--- src/rtl/core/tdq_pkg.sv ---
// Shared types and codes for the timed delay queue.
// Used by tdq_cfg, tdq_ctrl and timed_delay_queue; depends on nothing.
package tdq_pkg;

  // Field widths fixed by the item format
  localparam int unsigned ModeW   = 2;
  localparam int unsigned StatusW = 3;
  localparam int unsigned ValueW  = 32;
  localparam int unsigned TimeW   = 64;
  localparam int unsigned EntryW  = ValueW + TimeW;
  localparam int unsigned CapW    = 5;

  // Operation codes
  localparam logic [ModeW-1:0] MODE_SEND = 2'd0;
  localparam logic [ModeW-1:0] MODE_RECV = 2'd1;

  // Status codes
  localparam logic [StatusW-1:0] ST_OK        = 3'd0;
  localparam logic [StatusW-1:0] ST_CLOSED    = 3'd1;
  localparam logic [StatusW-1:0] ST_FULL      = 3'd2;
  localparam logic [StatusW-1:0] ST_NOT_READY = 3'd3;
  localparam logic [StatusW-1:0] ST_EMPTY     = 3'd4;

  // Register indexes
  localparam logic REG_CAPACITY = 1'b0;
  localparam logic REG_CLOSED   = 1'b1;

  localparam logic [CapW-1:0] CAPACITY_RESET = 5'd16;

  // Configuration handed from the register file to the sequencer
  typedef struct packed {
    logic [CapW-1:0] capacity;
    logic            closed;
  } cfg_t;

  // Result handed from the sequencer to the output register
  typedef struct packed {
    logic [StatusW-1:0] status;
    logic [ValueW-1:0]  value;
  } result_t;

endpackage

--- src/rtl/core/tdq_ram.sv ---
// Generic single-write, single-read RAM with registered read data.
// Standalone; no package dependency.
module tdq_ram #(
  parameter int unsigned WIDTH = 96,
  parameter int unsigned DEPTH = 16
) (
  input  logic                                    clk_i,
  input  logic                                    we_i,
  input  logic [(DEPTH > 1 ? $clog2(DEPTH) : 1)-1:0] waddr_i,
  input  logic [WIDTH-1:0]                        wdata_i,
  input  logic                                    re_i,
  input  logic [(DEPTH > 1 ? $clog2(DEPTH) : 1)-1:0] raddr_i,
  output logic [WIDTH-1:0]                        rdata_o
);

  logic [WIDTH-1:0] mem_q [DEPTH];
  logic [WIDTH-1:0] rdata_q;

  // Write port
  always_ff @(posedge clk_i) begin
    if (we_i) begin
      mem_q[waddr_i] <= wdata_i;
    end
  end

  // Registered read port
  always_ff @(posedge clk_i) begin
    if (re_i) begin
      rdata_q <= mem_q[raddr_i];
    end
  end

  assign rdata_o = rdata_q;

endmodule

--- src/rtl/core/tdq_cfg.sv ---
// APB-style register file for capacity and closed.
// Depends on tdq_pkg.
module tdq_cfg (
  input  logic                 clk_i,
  input  logic                 rst_ni,
  input  logic                 psel,
  input  logic                 penable,
  input  logic                 pwrite,
  input  logic [2:0]           paddr,
  input  logic [31:0]          pwdata,
  output logic [31:0]          prdata,
  output logic                 pready,
  output tdq_pkg::cfg_t        cfg_o
);

  logic [tdq_pkg::CapW-1:0] capacity_q, capacity_d;
  logic                     closed_q, closed_d;
  logic                     wr_en;
  logic                     reg_sel;

  assign pready  = 1'b1;
  assign wr_en   = psel & penable & pwrite;
  assign reg_sel = paddr[2];

  // Decode writes
  always_comb begin
    capacity_d = capacity_q;
    closed_d   = closed_q;
    if (wr_en) begin
      case (reg_sel)
        tdq_pkg::REG_CAPACITY: capacity_d = pwdata[tdq_pkg::CapW-1:0];
        tdq_pkg::REG_CLOSED:   closed_d   = pwdata[0];
        default: ;
      endcase
    end
  end

  always_ff @(posedge clk_i or negedge rst_ni) begin
    if (!rst_ni) begin
      capacity_q <= tdq_pkg::CAPACITY_RESET;
      closed_q   <= 1'b0;
    end else begin
      capacity_q <= capacity_d;
      closed_q   <= closed_d;
    end
  end

  // Read back
  always_comb begin
    case (reg_sel)
      tdq_pkg::REG_CAPACITY: prdata = {{(32 - tdq_pkg::CapW){1'b0}}, capacity_q};
      tdq_pkg::REG_CLOSED:   prdata = {31'd0, closed_q};
      default:               prdata = 32'd0;
    endcase
  end

  assign cfg_o.capacity = capacity_q;
  assign cfg_o.closed   = closed_q;

endmodule

--- src/rtl/core/tdq_ctrl.sv ---
// Sequencer of the delay queue: append on send, scan for the earliest due
// entry and shift later entries down on receive. Depends on tdq_pkg, tdq_ram.
module tdq_ctrl #(
  parameter int unsigned MAX_ENTRIES = 16
) (
  input  logic                          clk_i,
  input  logic                          rst_ni,
  input  tdq_pkg::cfg_t                 cfg_i,
  input  logic                          in_valid_i,
  output logic                          in_ready_o,
  input  logic [tdq_pkg::ModeW-1:0]     mode_i,
  input  logic [tdq_pkg::ValueW-1:0]    value_i,
  input  logic [tdq_pkg::TimeW-1:0]     delay_i,
  input  logic [tdq_pkg::TimeW-1:0]     now_i,
  output logic                          res_valid_o,
  input  logic                          res_take_i,
  output tdq_pkg::result_t              res_o
);

  localparam int unsigned AW    = (MAX_ENTRIES > 1) ? $clog2(MAX_ENTRIES) : 1;
  localparam int unsigned CNT_W = $clog2(MAX_ENTRIES + 1);
  localparam int unsigned CMP_W = (CNT_W > tdq_pkg::CapW) ? CNT_W : tdq_pkg::CapW;

  localparam logic [2:0] S_IDLE  = 3'd0;
  localparam logic [2:0] S_SEND  = 3'd1;
  localparam logic [2:0] S_SCAN  = 3'd2;
  localparam logic [2:0] S_SHIFT = 3'd3;
  localparam logic [2:0] S_DONE  = 3'd4;

  logic [2:0]                   state_q, state_d;
  logic [CNT_W-1:0]             count_q, count_d;
  logic [CNT_W-1:0]             ptr_q, ptr_d;
  logic                         pend_q, pend_d;
  logic [AW-1:0]                pend_idx_q, pend_idx_d;
  logic                         found_q, found_d;
  logic [AW-1:0]                best_idx_q, best_idx_d;
  logic [tdq_pkg::TimeW-1:0]    best_dl_q, best_dl_d;
  logic [tdq_pkg::ValueW-1:0]   best_val_q, best_val_d;
  logic [tdq_pkg::ModeW-1:0]    mode_q, mode_d;
  logic [tdq_pkg::ValueW-1:0]   value_q, value_d;
  logic [tdq_pkg::TimeW-1:0]    delay_q, delay_d;
  logic [tdq_pkg::TimeW-1:0]    now_q, now_d;
  tdq_pkg::result_t             res_q, res_d;

  logic                         ram_we;
  logic [AW-1:0]                ram_waddr;
  logic [tdq_pkg::EntryW-1:0]   ram_wdata;
  logic                         ram_re;
  logic [tdq_pkg::EntryW-1:0]   ram_rdata;
  logic [tdq_pkg::TimeW-1:0]    rd_dl;
  logic                         rd_due;
  logic                         rd_better;
  logic [CMP_W-1:0]             cap_eff;
  logic                         full;
  logic [tdq_pkg::StatusW-1:0]  idle_status;

  tdq_ram #(
    .WIDTH (tdq_pkg::EntryW),
    .DEPTH (MAX_ENTRIES)
  ) u_store (
    .clk_i   (clk_i),
    .we_i    (ram_we),
    .waddr_i (ram_waddr),
    .wdata_i (ram_wdata),
    .re_i    (ram_re),
    .raddr_i (ptr_q[AW-1:0]),
    .rdata_o (ram_rdata)
  );

  // Clamp capacity to one..depth and test for full
  always_comb begin
    cap_eff = CMP_W'(cfg_i.capacity);
    if (cap_eff == '0) begin
      cap_eff = CMP_W'(1);
    end
    if (cap_eff > CMP_W'(MAX_ENTRIES)) begin
      cap_eff = CMP_W'(MAX_ENTRIES);
    end
  end
  assign full = CMP_W'(count_q) >= cap_eff;

  // Status when nothing is due
  always_comb begin
    if (count_q != '0) begin
      idle_status = tdq_pkg::ST_NOT_READY;
    end else if (cfg_i.closed) begin
      idle_status = tdq_pkg::ST_CLOSED;
    end else begin
      idle_status = tdq_pkg::ST_EMPTY;
    end
  end

  // Shared deadline compare on the entry just read
  assign rd_dl     = ram_rdata[tdq_pkg::EntryW-1:tdq_pkg::ValueW];
  assign rd_due    = rd_dl <= now_q;
  assign rd_better = !found_q || (rd_dl < best_dl_q);

  assign ram_re     = ((state_q == S_SCAN) || (state_q == S_SHIFT)) && (ptr_q < count_q);
  assign in_ready_o = state_q == S_IDLE;
  assign res_valid_o = state_q == S_DONE;
  assign res_o       = res_q;

  // Sequencer
  always_comb begin
    state_d    = state_q;
    count_d    = count_q;
    ptr_d      = ptr_q;
    pend_d     = 1'b0;
    pend_idx_d = ptr_q[AW-1:0];
    found_d    = found_q;
    best_idx_d = best_idx_q;
    best_dl_d  = best_dl_q;
    best_val_d = best_val_q;
    mode_d     = mode_q;
    value_d    = value_q;
    delay_d    = delay_q;
    now_d      = now_q;
    res_d      = res_q;
    ram_we     = 1'b0;
    ram_waddr  = count_q[AW-1:0];
    ram_wdata  = {now_q + delay_q, value_q};

    case (state_q)
      S_IDLE: begin
        if (in_valid_i) begin
          mode_d  = mode_i;
          value_d = value_i;
          delay_d = delay_i;
          now_d   = now_i;
          ptr_d   = '0;
          found_d = 1'b0;
          state_d = (mode_i == tdq_pkg::MODE_SEND) ? S_SEND : S_SCAN;
        end
      end

      // Append at the tail unless closed or full
      S_SEND: begin
        res_d.value = '0;
        if (cfg_i.closed) begin
          res_d.status = tdq_pkg::ST_CLOSED;
        end else if (full) begin
          res_d.status = tdq_pkg::ST_FULL;
        end else begin
          ram_we       = 1'b1;
          count_d      = count_q + CNT_W'(1);
          res_d.status = tdq_pkg::ST_OK;
        end
        state_d = S_DONE;
      end

      // Read one entry a cycle, compare the one read last cycle
      S_SCAN: begin
        if (ram_re) begin
          ptr_d  = ptr_q + CNT_W'(1);
          pend_d = 1'b1;
        end
        if (pend_q && rd_due && rd_better) begin
          found_d    = 1'b1;
          best_idx_d = pend_idx_q;
          best_dl_d  = rd_dl;
          best_val_d = ram_rdata[tdq_pkg::ValueW-1:0];
        end
        if (!ram_re && !pend_q) begin
          res_d.value = '0;
          if (found_q) begin
            res_d.status = tdq_pkg::ST_OK;
            if (mode_q == tdq_pkg::MODE_RECV) begin
              res_d.value = best_val_q;
              ptr_d       = CNT_W'(best_idx_q) + CNT_W'(1);
              state_d     = S_SHIFT;
            end else begin
              state_d = S_DONE;
            end
          end else begin
            res_d.status = idle_status;
            state_d      = S_DONE;
          end
        end
      end

      // Move each later entry down by one
      S_SHIFT: begin
        if (ram_re) begin
          ptr_d  = ptr_q + CNT_W'(1);
          pend_d = 1'b1;
        end
        if (pend_q) begin
          ram_we    = 1'b1;
          ram_waddr = pend_idx_q - AW'(1);
          ram_wdata = ram_rdata;
        end
        if (!ram_re && !pend_q) begin
          count_d = count_q - CNT_W'(1);
          state_d = S_DONE;
        end
      end

      // Hold the result until the output register takes it
      S_DONE: begin
        if (res_take_i) begin
          state_d = S_IDLE;
        end
      end

      default: state_d = S_IDLE;
    endcase
  end

  always_ff @(posedge clk_i or negedge rst_ni) begin
    if (!rst_ni) begin
      state_q <= S_IDLE;
      count_q <= '0;
      ptr_q   <= '0;
      pend_q  <= 1'b0;
      found_q <= 1'b0;
    end else begin
      state_q <= state_d;
      count_q <= count_d;
      ptr_q   <= ptr_d;
      pend_q  <= pend_d;
      found_q <= found_d;
    end
  end

  always_ff @(posedge clk_i) begin
    pend_idx_q <= pend_idx_d;
    best_idx_q <= best_idx_d;
    best_dl_q  <= best_dl_d;
    best_val_q <= best_val_d;
    mode_q     <= mode_d;
    value_q    <= value_d;
    delay_q    <= delay_d;
    now_q      <= now_d;
    res_q      <= res_d;
  end

endmodule

--- src/rtl/core/timed_delay_queue.sv ---
// Timed delay queue: holds up to MAX_ENTRIES signed 32-bit items, each with a
// 64-bit deadline of now plus delay (wrapping). A send (tuser 0) appends an
// item or reports closed or full; a receive (tuser 1) removes the due item
// with the smallest deadline, earliest send first on ties; a poll (tuser 2 or
// 3) reports the same status without removing anything. Entries live in one
// RAM with a single read and a single write port, and the 64-bit deadline
// compares walk them one per cycle. A send is appended or refused in the
// send state; a poll or a receive scans every stored entry through the
// registered read port, and a successful receive then shifts each later
// entry down by one, so the walk is set by the one RAM read port. No item
// is accepted while one is in progress; the next one is taken only after
// the result has been handed to the output register. Configuration is at
// APB byte addresses 0 (capacity) and 4 (closed).
module timed_delay_queue #(
  parameter int unsigned MAX_ENTRIES = 16
) (
  input  logic          clk_i,
  input  logic          rst_ni,
  // APB configuration port
  input  logic          psel,
  input  logic          penable,
  input  logic          pwrite,
  input  logic [2:0]    paddr,
  input  logic [31:0]   pwdata,
  output logic [31:0]   prdata,
  output logic          pready,
  // Input stream
  input  logic          s_axis_tvalid,
  output logic          s_axis_tready,
  input  logic [159:0]  s_axis_tdata,   // value[31:0], delay[95:32], now_ns[159:96]
  input  logic [1:0]    s_axis_tuser,   // mode[1:0]
  // Result stream
  output logic          m_axis_tvalid,
  input  logic          m_axis_tready,
  output logic [31:0]   m_axis_tdata,   // value_out[31:0]
  output logic [2:0]    m_axis_tuser    // status[2:0]
);

  tdq_pkg::cfg_t    cfg;
  tdq_pkg::result_t res;
  logic             res_valid;
  logic             res_take;
  logic             out_valid_q, out_valid_d;
  tdq_pkg::result_t out_q;

  tdq_cfg u_cfg (
    .clk_i   (clk_i),
    .rst_ni  (rst_ni),
    .psel    (psel),
    .penable (penable),
    .pwrite  (pwrite),
    .paddr   (paddr),
    .pwdata  (pwdata),
    .prdata  (prdata),
    .pready  (pready),
    .cfg_o   (cfg)
  );

  tdq_ctrl #(
    .MAX_ENTRIES (MAX_ENTRIES)
  ) u_ctrl (
    .clk_i       (clk_i),
    .rst_ni      (rst_ni),
    .cfg_i       (cfg),
    .in_valid_i  (s_axis_tvalid),
    .in_ready_o  (s_axis_tready),
    .mode_i      (s_axis_tuser),
    .value_i     (s_axis_tdata[31:0]),
    .delay_i     (s_axis_tdata[95:32]),
    .now_i       (s_axis_tdata[159:96]),
    .res_valid_o (res_valid),
    .res_take_i  (res_take),
    .res_o       (res)
  );

  // Load the output register when it is empty or being drained
  assign res_take = res_valid && (!out_valid_q || m_axis_tready);

  always_comb begin
    out_valid_d = out_valid_q;
    if (res_take) begin
      out_valid_d = 1'b1;
    end else if (m_axis_tready) begin
      out_valid_d = 1'b0;
    end
  end

  always_ff @(posedge clk_i or negedge rst_ni) begin
    if (!rst_ni) begin
      out_valid_q <= 1'b0;
    end else begin
      out_valid_q <= out_valid_d;
    end
  end

  always_ff @(posedge clk_i) begin
    if (res_take) begin
      out_q <= res;
    end
  end

  assign m_axis_tvalid = out_valid_q;
  assign m_axis_tdata  = out_q.value;
  assign m_axis_tuser  = out_q.status;

endmodule
--- config.mk ---
export PLATFORM = sky130hd
export DESIGN_NAME = timed_delay_queue
export DESIGN_NICKNAME = d
export VERILOG_FILES = /design/src/rtl/core/tdq_pkg.sv /design/src/rtl/core/tdq_ram.sv /design/src/rtl/core/tdq_cfg.sv /design/src/rtl/core/tdq_ctrl.sv /design/src/rtl/core/timed_delay_queue.sv
export SDC_FILE = /design/constraint.sdc
export NUM_CORES = 2
export LEC_CHECK = 0
export BUFFER_PORTS_ARGS = -buffer_cell sky130_fd_sc_hd__buf_2
export CAP_MARGIN = 25
export CORE_MARGIN = 5
export CORE_UTILIZATION = 29
export DETAILED_ROUTE_END_ITERATION = 10
export SYNTH_ARGS = -nofsm -noshare
export SYNTH_HDL_FRONTEND = slang
export SYNTH_HIERARCHICAL = 1
export SYNTH_SLANG_ARGS = --single-unit
--- constraint.sdc ---
create_clock -name clk_i -period 30.3 [get_ports clk_i]
set_clock_uncertainty 0.05 [all_clocks]
set_input_delay 3.03 -clock clk_i [delete_from_list [all_inputs] [get_ports clk_i]]
set_output_delay 3.03 -clock clk_i [all_outputs]
set_load 0.01 [all_outputs]
==> results_dict.tcl <==
set metrics [dict create \
    outcome "completed" \
    die_w_microns 537 \
    cts_tree "built" \
    crit_arrival_ns 3.65 \
    postLayoutCellArea_sq_mm 0.0929 \
    clk_latency_ns 0.87 \
    holdBufCountCts 0 \
    power.leakage_uw 0.0307 \
    grt_antenna_before_repair 12 \
    grt_max_degree 113 \
    synth.avg_cell_area_sq_um 18.7 \
    wl_mm 211 \
    fin_hold_ws_ns 0.318 \
    hold_class "flip-flop to flip-flop" \
    period_minus_slack_ns 6.73 \
    seqCellArea_sq_mm 0.0596 \
    cts_resized 0 \
    hold_viol_final 0 \
    via_per_inst 4.95 \
    io_pins 274 \
    synth_cells 4314 \
    port_buffers 216 \
    place.gp.congestion 0.821 \
    cpMaxStageDelayCell "mux2_2" \
    crit_fanout 7 \
    drc 0 \
    ys_seq_area_share_pct 73.9 \
    async_flop_share_pct 1.11 \
    syn_to_final_growth_pct 15.3 \
    rows 193 \
    drt_iter0_drc 4523 \
    dieArea_sq_mm 0.289 \
    fin_nets 5094 \
    post_dp_cell_area_sq_mm 0.0863 \
    crit_type "input port to primary output" \
    worst_setup_path_end_kind "primary output" \
    cts-htree-levels 4 \
    cts_buffers 202 \
    fmax_mhz 148 \
    clockRootBuffer "clkbuf_16" \
    drv_cap 0 \
    synth_enable_flop_cells 1964 \
    ant_nets 0 \
    clock_sinks 1990 \
    place_ws_ns 23.56 \
    cp_cell_sequence "buf_2, mux2_2, buf_2" \
    synth_area_sq_mm 0.0806 \
    cellPowerDensity_mw_per_mm2 93.3 \
    drive_above_1_share_pct 22.2 \
    dr.pass1.iters 5 \
    multiInputGateArea_sq_mm 0.0196 \
    dr_total_vias 42300 \
    cp.required_ns 27.22 \
    worst_slack_ns 23.57 \
    grt_util_all_layers_pct 14.2 \
    route.detailed.wl_per_inst_microns 24.7 \
    yosys_warnings 6 \
    dp_hpwl_mm 118 \
    synth_ff_type "edfxtp_1" \
    finalCritPeriodShare_pct 22.2 \
    slew_headroom_pct 23.0 \
    grt_pass1_wl_mm 300 \
    synth_cell_types 85 \
    drv_slew 0 \
    cpPeakStageDelay_ns 0.34 \
    vdd_drop_max_v 0.0000604 \
    tightest_slew_ns 1.16 \
    grt-ovfl-total 0 \
    fin_util_pct 33.6 \
    crit_top_cell "buf_2" \
    start_kind "input port" \
    finalSetupViolations 0 \
    fill_cells 26200 \
    core-area_sq_mm 0.277 \
    grt_pass1_vias 42900 \
    fp.dieH_microns 537 \
    cts_buffer_depth 4 \
    start_util_pct 29.1 \
    rsz0062_at_grt "no" \
    clk_pin_slew_worst_paths_ns 0.06 \
    setup_tns_ns 0 \
    postCtsSetupRepairBufs 0 \
    ys_ff_latch 1990 \
]
-- cells in the mapped netlist, drive strengths merged, types with 28 or more instances --
library cell,n,area (sq um)
a22oi,192,1440
clkbuf,84,315
nor3,35,185
buf,121,821
xnor2,34,298
a21oi,157,801
nand4,46,309
a21o,91,683
inv,160,601
nand2,307,1150
o21ai,96,484
mux4,384,8650
ha,205,2560
nor2,121,457
and2,42,265
xor2,28,245
edfxtp,1964,59000
-- cells in the final DEF (no fill, tap or decap), types with 91 or more instances in the layout --
cell type / instances
a21o_1: 91
a21oi_1: 152
a22oi_1: 192
buf_2: 216
buf_4: 119
clkbuf_16: 202
edfxtp_1: 1964
ha_1: 205
inv_1: 159
mux4_2: 384
nand2_1: 305
nor2_1: 106
-- worst max-delay path, delay by kind of cell --
family,cells,cell delay (ns)
buf+inv,2,0.28
mux,1,0.34
-- routing by layer --
| layer | share of wire, % | track usage (%) |
|---|---|---|
| met1 | 42 | 19.5 |
| met2 | 47 | 22.6 |
| met3 | 8.5 | 3.29 |
| met4 | 2.7 | 3.90 |
| met5 | 0 | 0 |
-- final cells by class --
cell class	instances	share of cell area [%]
sequential	1990	64.1
multi-input combinational	1985	21.1
clock buffer	240	5.60
tap	3705	4.99
timing repair buffer	344	2.32
clock inverter	119	1.24
inverter	160	0.654
antenna	1	0.00269
-- sequential cells by signal (all words and copies together), names as in the netlist, 4 cells and up --
register	count
u_ctrl/delay_q	64
u_ctrl/pend_idx_q	4
u_ctrl/now_q	64
u_cfg/capacity_q	5
u_ctrl/u_store/rdata_o	96
u_ctrl/best_dl_q	64
u_ctrl/best_idx_q	4
u_ctrl/count_q	5
u_ctrl/value_q	32
m_axis_tdata	32
u_ctrl/u_store/mem_q	1536
u_ctrl/best_val_q	32
u_ctrl/ptr_q	5
u_ctrl/res_o	35
-- stage by stage --
step | power [uW] | instances
after floorplan | 5470 | 4340
after global placement | 6190 | 8151
after detailed placement | 6250 | 8155
after CTS | 8700 | 8514
after global routing | 9070 | 8544
final | 8680 | 8544
-- cell families (layout without fill, tap and decap cells) --
family / count (synthesis) / in the layout / synth area share (%)
buffers and inverters: 365 / 863 / 2.15
other: 2 / 29 / 0.00931
DFF: 1990 / 1990 / 73.9
muxes: 396 / 396 / 10.9
adders and majority gates: 207 / 207 / 3.23
AOI/OAI and AO/OA: 643 / 643 / 5.37
and+or+nand+nor: 649 / 649 / 3.75
xor gates and xnor gates: 62 / 62 / 0.673
-- final timing paths --
check	end	slack, ns	cells past startpoint	from
min in group asynchronous	u_ctrl/found_q$_DFFE_PN0P_	2.20	1	rst_ni
max in group asynchronous	u_ctrl/ptr_q[0]$_DFFE_PN0P_	27.38	1	rst_ni
setup reg to reg	u_ctrl/u_store/mem_q[9][91]$_DFFE_PP_	24.63	11	u_ctrl/now_q[14]$_DFFE_PP_
hold / removal	m_axis_tdata[24]$_DFFE_PP_	0.32	0	u_ctrl/res_o[24]$_SDFFCE_PN0P_
setup / recovery	prdata[0]	23.57	3	paddr[2]
hold reg to reg	m_axis_tdata[24]$_DFFE_PP_	0.32	0	u_ctrl/res_o[24]$_SDFFCE_PN0P_
-- where the power goes --
| group | switching [uW] | internal [uW] | total, uW |
|---|---|---|---|
| sequential | 159 | 3770 | 3930 |
| combinational | 1470 | 847 | 2310 |
| clock | 1040 | 1390 | 2430 |
Note: power is estimated with default switching activity, not from simulation.
